[config.mk]
export PLATFORM = sky130hd
export DESIGN_NAME = refcounted_inode_slot_table
export DESIGN_NICKNAME = d
export VERILOG_FILES = /design/src/rtl/rist_pkg.sv /design/src/rtl/rist_store.sv /design/src/rtl/refcounted_inode_slot_table.sv
export SDC_FILE = /design/constraint.sdc
export NUM_CORES = 2
export LEC_CHECK = 0
export CORE_MARGIN = 3
export CORE_UTILIZATION = 40
export DETAILED_ROUTE_END_ITERATION = 7
export DONT_BUFFER_PORTS = 1
export GPL_TIMING_DRIVEN = 0
export REMOVE_ABC_BUFFERS = 1
export SETUP_SLACK_MARGIN = 0.5
export SLEW_MARGIN = 20
export SYNTH_ARGS = -nofsm -noshare
export SYNTH_HDL_FRONTEND = slang
export SYNTH_SLANG_ARGS = --single-unit
[constraint.sdc]
create_clock -name clk -period 10.4 [get_ports clk]
set_input_delay 2.08 -clock clk [delete_from_list [all_inputs] [get_ports clk]]
set_output_delay 2.08 -clock clk [all_outputs]
set_load 0.01 [all_outputs]
[src/rtl/rist_pkg.sv]
// Shared types, sizes and codes for the refcounted inode slot table.
package rist_pkg;

  localparam int SLOTS   = 64;
  localparam int SLOT_W  = $clog2(SLOTS);
  localparam int INO_W   = 15;
  localparam int CNT_W   = 8;
  localparam int IDX_W   = 6;
  localparam int STAT_W  = 3;
  localparam int REQ_W   = 2;

  localparam logic [SLOT_W-1:0] LAST_SLOT = SLOT_W'(SLOTS - 1);
  localparam logic [CNT_W-1:0]  CNT_MAX   = '1;

  // Request codes
  localparam logic [REQ_W-1:0] REQ_GET   = 2'd0;
  localparam logic [REQ_W-1:0] REQ_PUT   = 2'd1;
  localparam logic [REQ_W-1:0] REQ_CLEAR = 2'd2;

  // Result status codes
  localparam logic [STAT_W-1:0] STAT_HIT       = 3'd0;
  localparam logic [STAT_W-1:0] STAT_LOADED    = 3'd1;
  localparam logic [STAT_W-1:0] STAT_FULL      = 3'd2;
  localparam logic [STAT_W-1:0] STAT_WRITEBACK = 3'd3;
  localparam logic [STAT_W-1:0] STAT_HELD      = 3'd4;
  localparam logic [STAT_W-1:0] STAT_IGNORED   = 3'd5;
  localparam logic [STAT_W-1:0] STAT_CLEARED   = 3'd6;
  localparam logic [STAT_W-1:0] STAT_UNUSED    = 3'd7;

  typedef enum logic [1:0] {
    S_IDLE,
    S_SCAN,
    S_PUT,
    S_DONE
  } state_t;

  // Write port of the slot store
  typedef struct packed {
    logic              en;
    logic [SLOT_W-1:0] addr;
    logic [INO_W-1:0]  tag;
    logic [CNT_W-1:0]  count;
  } store_wr_t;

  // Read port of the slot store
  typedef struct packed {
    logic              en;
    logic [SLOT_W-1:0] addr;
  } store_rd_t;

endpackage

[src/rtl/rist_store.sv]
// Slot store: tag and count memories with per-slot valid bits that are all cleared at once.
module rist_store
  import rist_pkg::*;
(
  input  logic              clk,
  input  logic              rst_n,
  input  store_rd_t         rd,
  input  store_wr_t         wr,
  input  logic              clr_all,
  output logic [INO_W-1:0]  rd_tag,
  output logic [CNT_W-1:0]  rd_count
);

  logic [INO_W-1:0] tag_mem [SLOTS];
  logic [CNT_W-1:0] cnt_mem [SLOTS];
  logic [SLOTS-1:0] valid_r;

  logic [INO_W-1:0] rd_tag_r;
  logic [CNT_W-1:0] rd_cnt_r;
  logic             rd_vld_r;

  logic             fwd;

  assign fwd = wr.en && (wr.addr == rd.addr);

  // A slot that was never written since reset or clear reads as count zero.
  always_ff @(posedge clk) begin
    if (!rst_n) begin
      valid_r <= '0;
    end else if (clr_all) begin
      valid_r <= '0;
    end else if (wr.en) begin
      valid_r[wr.addr] <= 1'b1;
    end
  end

  always_ff @(posedge clk) begin
    if (wr.en) begin
      tag_mem[wr.addr] <= wr.tag;
      cnt_mem[wr.addr] <= wr.count;
    end
  end

  // Registered read; forward a write to the same slot in the same cycle.
  always_ff @(posedge clk) begin
    if (rd.en) begin
      if (fwd) begin
        rd_tag_r <= wr.tag;
        rd_cnt_r <= wr.count;
        rd_vld_r <= !clr_all;
      end else begin
        rd_tag_r <= tag_mem[rd.addr];
        rd_cnt_r <= cnt_mem[rd.addr];
        rd_vld_r <= valid_r[rd.addr] && !clr_all;
      end
    end
  end

  assign rd_tag   = rd_tag_r;
  assign rd_count = rd_vld_r ? rd_cnt_r : '0;

endmodule

[src/rtl/refcounted_inode_slot_table.sv]
// Top level of the refcounted inode slot table: request sequencer and result register.
//
// The table holds 64 slots, each with an inode tag and an 8-bit reference
// count kept in a memory with a registered read; a slot is held while its count is
// nonzero. A get (request type 0) walks the slots from 0 upward, one memory
// read per cycle, and stops at the first held slot whose tag matches: that
// slot gains a reference (saturating at 255) and the result says hit.
// Without a match the lowest free slot seen in the walk takes the inode with
// a count of 1 (loaded new), and if every slot is held the result says full.
// A put (type 1) reads the named slot once and drops one reference, saying
// writeback when the count reaches zero, still held otherwise, or ignored on
// a free slot. A clear (type 2) frees every slot at once through per-slot
// valid bits; type 3 is answered as ignored. Every request gives exactly one
// result. Requests are taken one at a time: a get walks the slots until a
// hit or the last slot, a put reads its slot once, and a clear reads none;
// each then waits in the done state until the output register is free, and
// the sequencer passes through idle before the next request is taken. The
// memory read port, one slot per cycle, sets the get time. A finished result
// waits in the output register while the next request is accepted; the
// write-back of a request happens when its result enters that register. No
// clearing pass is needed after reset.
module refcounted_inode_slot_table
  import rist_pkg::*;
(
  input  logic              clk,
  input  logic              rst_n,
  input  logic              in_valid,
  output logic              in_ready,
  input  logic [REQ_W-1:0]  in_req_type,
  input  logic [INO_W-1:0]  in_inode_number,
  input  logic [IDX_W-1:0]  in_slot_index,
  output logic              out_valid,
  input  logic              out_ready,
  output logic [STAT_W-1:0] out_status,
  output logic [IDX_W-1:0]  out_result_slot,
  output logic [INO_W-1:0]  out_result_inode,
  output logic [CNT_W-1:0]  out_result_count
);

  state_t state_r, state_nxt;

  // Request being worked on
  logic [INO_W-1:0]  req_ino_r,  req_ino_nxt;
  logic [IDX_W-1:0]  req_idx_r,  req_idx_nxt;

  // Walk position and lowest free slot seen so far
  logic [SLOT_W-1:0] scan_r,       scan_nxt;
  logic              free_found_r, free_found_nxt;
  logic [SLOT_W-1:0] free_slot_r,  free_slot_nxt;

  // Decided result and pending write-back
  logic [STAT_W-1:0] pend_status_r, pend_status_nxt;
  logic [IDX_W-1:0]  pend_slot_r,   pend_slot_nxt;
  logic [INO_W-1:0]  pend_inode_r,  pend_inode_nxt;
  logic [CNT_W-1:0]  pend_count_r,  pend_count_nxt;
  logic              pend_wr_r,     pend_wr_nxt;
  logic [SLOT_W-1:0] pend_addr_r,   pend_addr_nxt;

  // Output register
  logic              out_valid_r,  out_valid_nxt;
  logic [STAT_W-1:0] out_status_r, out_status_nxt;
  logic [IDX_W-1:0]  out_slot_r,   out_slot_nxt;
  logic [INO_W-1:0]  out_inode_r,  out_inode_nxt;
  logic [CNT_W-1:0]  out_count_r,  out_count_nxt;

  store_rd_t        st_rd;
  store_wr_t        st_wr;
  logic             st_clr;
  logic [INO_W-1:0] rd_tag;
  logic [CNT_W-1:0] rd_count;

  logic             hit;
  logic             free_here;
  logic             put_in_range;

  rist_store u_store (
    .clk      (clk),
    .rst_n    (rst_n),
    .rd       (st_rd),
    .wr       (st_wr),
    .clr_all  (st_clr),
    .rd_tag   (rd_tag),
    .rd_count (rd_count)
  );

  assign hit          = (rd_count != '0) && (rd_tag == req_ino_r);
  assign free_here    = (rd_count == '0) && !free_found_r;
  assign put_in_range = 32'(in_slot_index) < 32'(SLOTS);

  always_ff @(posedge clk) begin
    if (!rst_n) begin
      state_r     <= S_IDLE;
      out_valid_r <= 1'b0;
    end else begin
      state_r     <= state_nxt;
      out_valid_r <= out_valid_nxt;
    end
  end

  always_ff @(posedge clk) begin
    req_ino_r     <= req_ino_nxt;
    req_idx_r     <= req_idx_nxt;
    scan_r        <= scan_nxt;
    free_found_r  <= free_found_nxt;
    free_slot_r   <= free_slot_nxt;
    pend_status_r <= pend_status_nxt;
    pend_slot_r   <= pend_slot_nxt;
    pend_inode_r  <= pend_inode_nxt;
    pend_count_r  <= pend_count_nxt;
    pend_wr_r     <= pend_wr_nxt;
    pend_addr_r   <= pend_addr_nxt;
    out_status_r  <= out_status_nxt;
    out_slot_r    <= out_slot_nxt;
    out_inode_r   <= out_inode_nxt;
    out_count_r   <= out_count_nxt;
  end

  always_comb begin
    state_nxt       = state_r;
    req_ino_nxt     = req_ino_r;
    req_idx_nxt     = req_idx_r;
    scan_nxt        = scan_r;
    free_found_nxt  = free_found_r;
    free_slot_nxt   = free_slot_r;
    pend_status_nxt = pend_status_r;
    pend_slot_nxt   = pend_slot_r;
    pend_inode_nxt  = pend_inode_r;
    pend_count_nxt  = pend_count_r;
    pend_wr_nxt     = pend_wr_r;
    pend_addr_nxt   = pend_addr_r;
    out_valid_nxt   = out_valid_r && !out_ready;
    out_status_nxt  = out_status_r;
    out_slot_nxt    = out_slot_r;
    out_inode_nxt   = out_inode_r;
    out_count_nxt   = out_count_r;
    st_rd           = '0;
    st_wr           = '0;
    st_clr          = 1'b0;
    in_ready        = (state_r == S_IDLE);

    case (state_r)
      S_IDLE: begin
        if (in_valid) begin
          req_ino_nxt = in_inode_number;
          req_idx_nxt = in_slot_index;
          pend_wr_nxt = 1'b0;
          case (in_req_type)
            REQ_GET: begin
              // Start the walk at slot 0
              st_rd.en       = 1'b1;
              st_rd.addr     = '0;
              scan_nxt       = '0;
              free_found_nxt = 1'b0;
              state_nxt      = S_SCAN;
            end
            REQ_PUT: begin
              if (put_in_range) begin
                st_rd.en   = 1'b1;
                st_rd.addr = SLOT_W'(in_slot_index);
                state_nxt  = S_PUT;
              end else begin
                pend_status_nxt = STAT_IGNORED;
                pend_slot_nxt   = in_slot_index;
                pend_inode_nxt  = '0;
                pend_count_nxt  = '0;
                state_nxt       = S_DONE;
              end
            end
            REQ_CLEAR: begin
              // Free every slot now; tags stay but are never read while free
              st_clr          = 1'b1;
              pend_status_nxt = STAT_CLEARED;
              pend_slot_nxt   = '0;
              pend_inode_nxt  = '0;
              pend_count_nxt  = '0;
              state_nxt       = S_DONE;
            end
            default: begin
              pend_status_nxt = STAT_IGNORED;
              pend_slot_nxt   = '0;
              pend_inode_nxt  = '0;
              pend_count_nxt  = '0;
              state_nxt       = S_DONE;
            end
          endcase
        end
      end

      S_SCAN: begin
        // Read data for slot scan_r is valid this cycle
        if (hit) begin
          pend_status_nxt = STAT_HIT;
          pend_slot_nxt   = IDX_W'(scan_r);
          pend_inode_nxt  = req_ino_r;
          pend_count_nxt  = (rd_count == CNT_MAX) ? CNT_MAX : rd_count + CNT_W'(1);
          pend_wr_nxt     = 1'b1;
          pend_addr_nxt   = scan_r;
          state_nxt       = S_DONE;
        end else begin
          if (free_here) begin
            free_found_nxt = 1'b1;
            free_slot_nxt  = scan_r;
          end
          if (scan_r == LAST_SLOT) begin
            if (free_found_r || free_here) begin
              pend_status_nxt = STAT_LOADED;
              pend_slot_nxt   = IDX_W'(free_here ? scan_r : free_slot_r);
              pend_inode_nxt  = req_ino_r;
              pend_count_nxt  = CNT_W'(1);
              pend_wr_nxt     = 1'b1;
              pend_addr_nxt   = free_here ? scan_r : free_slot_r;
            end else begin
              pend_status_nxt = STAT_FULL;
              pend_slot_nxt   = '0;
              pend_inode_nxt  = req_ino_r;
              pend_count_nxt  = '0;
            end
            state_nxt = S_DONE;
          end else begin
            // Advance to the next slot
            st_rd.en   = 1'b1;
            st_rd.addr = scan_r + SLOT_W'(1);
            scan_nxt   = scan_r + SLOT_W'(1);
          end
        end
      end

      S_PUT: begin
        pend_slot_nxt = req_idx_r;
        if (rd_count == '0) begin
          pend_status_nxt = STAT_IGNORED;
          pend_inode_nxt  = '0;
          pend_count_nxt  = '0;
        end else begin
          pend_status_nxt = (rd_count == CNT_W'(1)) ? STAT_WRITEBACK : STAT_HELD;
          pend_inode_nxt  = rd_tag;
          pend_count_nxt  = rd_count - CNT_W'(1);
          pend_wr_nxt     = 1'b1;
          pend_addr_nxt   = SLOT_W'(req_idx_r);
        end
        state_nxt = S_DONE;
      end

      S_DONE: begin
        // Hold until the output register is free, then commit the write
        if (!out_valid_r || out_ready) begin
          st_wr.en       = pend_wr_r;
          st_wr.addr     = pend_addr_r;
          st_wr.tag      = pend_inode_r;
          st_wr.count    = pend_count_r;
          out_valid_nxt  = 1'b1;
          out_status_nxt = pend_status_r;
          out_slot_nxt   = pend_slot_r;
          out_inode_nxt  = pend_inode_r;
          out_count_nxt  = pend_count_r;
          state_nxt      = S_IDLE;
        end
      end

      default: begin
        state_nxt = S_IDLE;
      end
    endcase
  end

  assign out_valid        = out_valid_r;
  assign out_status       = out_status_r;
  assign out_result_slot  = out_slot_r;
  assign out_result_inode = out_inode_r;
  assign out_result_count = out_count_r;

endmodule

==> After elaboration in Yosys (flattened, before gate mapping) <==
Memory sizes are Yosys's and may differ from the RTL's. A register that Yosys moved wholly into a read port is not among the register bits.
Index checks and enable logic that the tools add are counted.
{ "classes": {"add_sub_neg": 3, "n_lt_le_gt_ge": 3, "n_eq_ne": 20, "n_mux": 76, "bitwise": 3, "n_reduce_logical": 30} }
{ "ops": {"columns": ["cell", "count"], "rows": [
  ["2-to-1 mux 6 bit", 14],
  ["2-to-1 mux 15 bit", 5],
  ["bitwise OR 64 bit", 1],
  ["2-to-1 mux 30 bit", 2],
  ["2-to-1 mux 8 bit", 7],
  ["case mux 15 bit (3 select lines)", 1],
  ["case mux 7 bit (2 select lines)", 2],
  ["case mux 6 bit (2 select lines)", 2],
  ["case mux 8 bit (3 select lines)", 1],
  ["2-to-1 mux 7 bit", 3],
  ["2-to-1 mux 1 bit", 20],
  ["case mux 6 bit (3 select lines)", 1],
  ["equality test 15 bit", 1],
  ["2-to-1 mux 3 bit", 5],
  ["AND reduction 5 bit", 3],
  ["less-than comparator 6 x 7 -> 1 bit, second input constant", 2],
  ["inequality test 2 bit, second input constant", 7],
  ["2-to-1 mux 2 bit", 5],
  ["case mux 3 bit (3 select lines)", 1],
  ["adder 8 x 1 -> 8 bit, second input constant", 1],
  ["equality test 8 x 1 -> 1 bit, second input constant", 1],
  ["equality test 8 bit, second input constant", 1],
  ["zero test 8 bit", 1],
  ["case mux 2 bit (4 select lines)", 1],
  ["other kinds (27)", 47]
]} }
{ "totals": {"ff_bits": 173, "ram_bits": 1472, "out_inout_bits": 34, "elab_cells": 156, "memories": 2} }
{ "mem_list": {"columns": ["memory", "depth", "width", "rd", "rd_clocked_by_memory_dff", "write_ports", "line", "source"], "rows": [
  ["u_store.tag_mem", 64, 15, 1, 1, 1, "rist_store.sv:14", "logic [INO_W-1:0] tag_mem [SLOTS];"],
  ["u_store.cnt_mem", 64, 8, 1, 1, 1, "rist_store.sv:15", "logic [CNT_W-1:0] cnt_mem [SLOTS];"]
]} }

==> Longest topological paths before layout <==
{ "logic_depth": {"word_depth": 9, "depth_mapped": 16, "mapped_depth_nobuf": 12} }

==> Cells and area by module <==
From an unflattened synthesis, not the netlist that was laid out.
{ "hier_totals": {"cells_unflattened": 3540, "hier_area_um2": 65148.7} }
{ "modules_own_cells": {"columns": ["module", "instances", "cells_per_inst", "area_each_um2", "seq_area_each_um2"], "rows": [
  ["rist_store", 1, 3151, 60082.6, 46204.3],
  ["refcounted_inode_slot_table", 1, 389, 5066.1, 3213.1]
]} }

==> Worst setup path after synthesis <==
No wires, ideal clock.
{ "synth_path": {"kind": "input to register", "start": "in out_ready", "end": "mem u_store.cnt_mem[40][0] (enable)", "setup_time_ns": 0.404, "t_arrival_ns": 5.276, "required_ns": 9.996, "path_slack_ns": 4.720, "path_stages": 6, "cell_sequence": "nand2b_1 > and2_1 > clkbuf_1 > clkbuf_1 > nand4b_1 > nor2_1"} }
{ "synth_between": {"elab_chain_len": 5} }
{ "synth_rtl": {"columns": ["item", "line", "source"], "rows": [
  ["from (decl)", "refcounted_inode_slot_table.sv:33", "input logic out_ready,"],
  ["logical OR 1 bit *", "refcounted_inode_slot_table.sv:246", "if (!out_valid_r || out_ready) begin"],
  ["2-to-1 mux 30 bit *", "refcounted_inode_slot_table.sv:246", null],
  ["2-to-1 mux 30 bit *", "refcounted_inode_slot_table.sv:141", "case (state_r)"],
  ["2-to-1 mux 1 bit", "rist_store.sv:38", "if (wr.en) begin"],
  ["2-to-1 mux 1 bit (implied by the code)", "rist_store.sv:40", "cnt_mem[wr.addr] <= wr.count;"],
  ["to (decl)", "rist_store.sv:15", null]
]} }
Mark *: on every way between the ends. The rest lies on a longest branch, timed or not.

==> Worst setup path in the final report <==
{ "layout_path": {"start": "reg u_store.rd_vld_r", "end": "reg u_store.rd_tag_r[13], in the netlist u_store.rd_tag[13], read port of u_store.tag_mem (data pin)"} }
{ "layout_between": {"elab_chain_len": 5} }
{ "layout_rtl": {"columns": ["item", "line", "source"], "rows": [
  ["from (decl)", "rist_store.sv:20", "logic rd_vld_r;"],
  ["from (signal assigned)", "rist_store.sv:50", "rd_vld_r <= !clr_all;"],
  ["from (signal assigned)", "rist_store.sv:54", "rd_vld_r <= valid_r[rd.addr] && !clr_all;"],
  ["2-to-1 mux 8 bit", "rist_store.sv:60", "assign rd_count = rd_vld_r ? rd_cnt_r : '0;"],
  ["nonzero test 8 bit", "refcounted_inode_slot_table.sv:86", "assign hit = (rd_count != '0) && (rd_tag == req_ino_r);"],
  ["logical AND 1 bit", "refcounted_inode_slot_table.sv:86", null],
  ["2-to-1 mux 7 bit", "refcounted_inode_slot_table.sv:191", "if (hit) begin"],
  ["case mux 7 bit (2 select lines)", "refcounted_inode_slot_table.sv:141", null],
  ["to (decl)", "rist_store.sv:18", "logic [INO_W-1:0] rd_tag_r;"]
]} }
No other way between the ends.
A chain may end at the register's enable or synchronous reset.

==> impl_metrics.json <==
{
  "critPathMaxFanout": 96,
  "hold_buffers": 0,
  "tightest_slew_ps": 1197,
  "post_cts_buffers": 0,
  "rsz0062_at_grt": "no",
  "drc_errors": 0,
  "dp.cells": 6687,
  "crit_path_frequent_cell": "buf_8",
  "clock_latency_ps": 800,
  "vias": 41910,
  "h-tree-depth": 4,
  "synthArstFlopShare_pct": 0,
  "die_h_um": 415.6,
  "timing.rr.end": "u_store.rd_tag[13]",
  "die_area_um2": 172700,
  "power_uw": 19090,
  "required_ps": 10940,
  "utilization_pct": 47.15,
  "synth_area_leaders": "edfxtp_1 72%, nand2_1 4.1%, a211oi_1 3.3%, and3_1 3.0%, nand3_1 2.3%",
  "routedWlPerCell_um": 27.96,
  "drt-vias-per-instance": 5.983,
  "n_fill_cell": 14080,
  "grt_usage_pct": 22.25,
  "clock_sinks": 1668,
  "netlist_instances": 4681,
  "setup.worst_path.end_class": "register",
  "die_w_um": 415.6,
  "synthFlopType": "edfxtp_1",
  "drv_cap": 0,
  "ant_nets": 0,
  "start_util_pct": 40.45,
  "routed_wl_um": 195900,
  "ys_seq_area_share_pct": 73.63,
  "start_kind": "register",
  "yosysMostFrequentCell": "edfxtp_1",
  "placed_area_um2": 72990,
  "yosysTopAreaCellShare_pct": 71.63,
  "crit_start": "u_store.rd_vld_r",
  "finClkSkew_ps": 27.85,
  "ir_drop_mv": 0.2186,
  "grt_max_degree": 111,
  "coreArea_um2": 165900,
  "yosysUniqueCellTypes": 71,
  "drt_iter0_markers": 5288,
  "cts_tree": "yes",
  "synth.avg_cell_area_um2": 14.34,
  "cts_made_buffers": 170,
  "hold_path_class": "register to register",
  "grt_pass1_vias": 39980,
  "p_per_area_nw_per_um2": 244.0,
  "crit_path_max_incr_delay_ps": 840,
  "numPortBuffers": 0,
  "num_rows": 149,
  "min_path_cells": 0,
  "fin_crit_sh_pct": 63.10,
  "critPathKind": "register to register",
  "path_buf_inv": 7,
  "finalSetupViolCount": 0,
  "final_cells": 7005,
  "regToRegStartpoint": "u_store.rd_vld_r",
  "outcome": "finished, final reports clean",
  "place.gp.congestion": 0.8951,
  "ys_seq_elements": 1668,
  "regToRegSetupSlack_ps": 3840,
  "dr.pass1.iters": 7,
  "maxSlewViolCount": 0,
  "yosysTopAreaCell": "edfxtp_1",
  "slowest_stage": "a2111oi_2",
  "slew_headroom_pct": 20.18,
  "leakage_uw": 0.02507,
  "path_delay_family": "compound AO/OA/AOI/OAI gates",
  "overflow": 0,
  "hold_slack_ps": 419.9,
  "ys_warn_count": 0,
  "hpwl_um": 121100,
  "fin_nets": 4706,
  "synth.top_cells.by_count": "1,601 x edfxtp_1, 735 x nand2_1, 319 x and3_1",
  "hp-start": "pend_status_r[2]",
  "drive_above_1_share_pct": 12.35,
  "antenna_found_initial": 13,
  "fmax_ghz": 0.1524,
  "cts-root-buf": "clkbuf_16",
  "cts_buffer_depth": 3,
  "arrival_ps": 7100,
  "synth_edf_count": 1601,
  "synth.cell_area_um2": 67120,
  "holdPathEnd": "out_status[2]",
  "cts_resized": 0,
  "ioPinCount": 61,
  "postLayoutCellArea_um2": 78240,
  "grt_pass1_wl_um": 283100,
  "crit_path_cell_trace": "nand2_1 > ha_1 > o211a_1 > o31ai_4 > buf_8 > buf_8 > buf_6 > buf_8 > buf_6 > nand2_8 > buf_16 > buf_16 > a211oi_1 > a31oi_1 > a2111oi_2 > nor3_1 > and3_1",
  "hold_viol": 0,
  "syn_to_final_growth_pct": 16.57,
  "period_minus_slack_ps": 6562,
  "cts.clk_slew.worst_paths_ps": 60,
  "reg2regPathDepth": 17
}
## cell type report
| class | instances | area (um^2) | share of cell area [%] |
|---|---|---|---|
| sequential | 1668 | 49420 | 63.16 |
| antenna | 14 | 35.03 | 0.04478 |
| timing repair buffer | 174 | 3955 | 5.055 |
| inverter | 15 | 56.30 | 0.07196 |
| clock inverter | 71 | 500.5 | 0.6397 |
| multi-input combinational | 2641 | 16820 | 21.50 |
| tap | 2189 | 2739 | 3.501 |
| clock buffer | 233 | 4712 | 6.023 |
## placed cells by master, fill, tap and decap left out, types with 8 or more instances in the layout
cell type | netlist | routed
clkinv_1 | 0 | 40
clkbuf_16 | 0 | 179
a21oi_1 | 70 | 69
mux2i_1 | 18 | 18
o21ai_1 | 9 | 10
buf_6 | 13 | 15
a211oi_2 | 22 | 22
o22ai_1 | 27 | 26
a32oi_1 | 93 | 93
a22oi_1 | 17 | 17
mux4_2 | 47 | 47
and3_1 | 319 | 296
buf_12 | 0 | 57
nand3_1 | 307 | 306
clkbuf_1 | 241 | 51
a311oi_1 | 31 | 31
buf_16 | 0 | 89
and2_1 | 15 | 11
dfxtp_1 | 67 | 67
xor2_1 | 17 | 17
o21ai_0 | 128 | 127
xnor2_1 | 10 | 10
a211oi_1 | 291 | 291
o211ai_1 | 24 | 24
and3_4 | 0 | 22
nor2b_1 | 27 | 26
a31oi_1 | 133 | 133
edfxtp_1 | 1601 | 1601
o21a_1 | 74 | 71
inv_1 | 15 | 14
a221oi_1 | 8 | 8
clkinv_2 | 0 | 19
nor2_1 | 86 | 16
buf_8 | 0 | 13
nor2_4 | 1 | 73
a32o_1 | 22 | 22
diode_2 | 0 | 14
or3_1 | 26 | 26
nand2_1 | 735 | 729
## per-stage QoR
stage	setup slack [ps]	TNS [ps]
floorplan	-399.2	-9124
global placement	-13370	-307600
detailed placement	3814	0
CTS	3978	0
global route	3644	0
finish	3838	0
## flip-flops by register name (all words and copies together) (netlist names), 8 cells and up
name,cells
out_result_count,8
out_result_inode,15
pend_count_r,8
pend_inode_r,15
req_ino_r,15
u_store.cnt_mem,512
u_store.rd_cnt_r,8
u_store.rd_tag,15
u_store.tag_mem,960
u_store.valid_r,64
## cells by family after synthesis
group	synth area share, %
flip-flops	73.63
AND/OR/NAND/NOR	10.99
AO/OA/AOI/OAI	10.54
buffers and inverters	2.446
multiplexers	1.879
XOR/XNOR	0.3523
adder cells (fa/ha/maj)	0.1678
## metal layers
layer | routed length (um) | track usage, %
met1 | 80570 | 30.62
met2 | 91150 | 34.75
met3 | 15730 | 4.013
met4 | 8383 | 9.668
met5 | 13 | 0
## worst max path at each step
stage / slack, ps / cells past startpoint / to
2_1_floorplan: -400 / 8 / u_store.rd_cnt_r[0]
3_3_place_gp: -13370 / 9 / u_store.rd_cnt_r[0]
3_5_place_dp: 3810 / 9 / u_store.rd_cnt_r[3]
4_1_cts: 3980 / 17 / u_store.rd_tag[13]
5_1_grt: 3640 / 17 / u_store.rd_tag[13]
6_report: 3840 / 17 / u_store.rd_tag[13]
## worst register-to-register path, cell delays in order (launching register included)
cell and delay [ps]:
edfxtp_1 730, nand2_1 240, ha_1 300, o211a_1 450, o31ai_4 600, buf_8 230
buf_8 190, buf_6 190, buf_8 190, buf_6 210, nand2_8 340, buf_16 450
buf_16 420, a211oi_1 360, a31oi_1 90, a2111oi_2 850, nor3_1 230, and3_1 260
## where the power goes
part	switching (uW)	internal, uW	leakage, uW
sequential	225	7790	0.0147
combinational	3550	1730	0.00778
clock	2490	3300	0.00254
No activity file was read; power rests on OpenSTA's default activity.
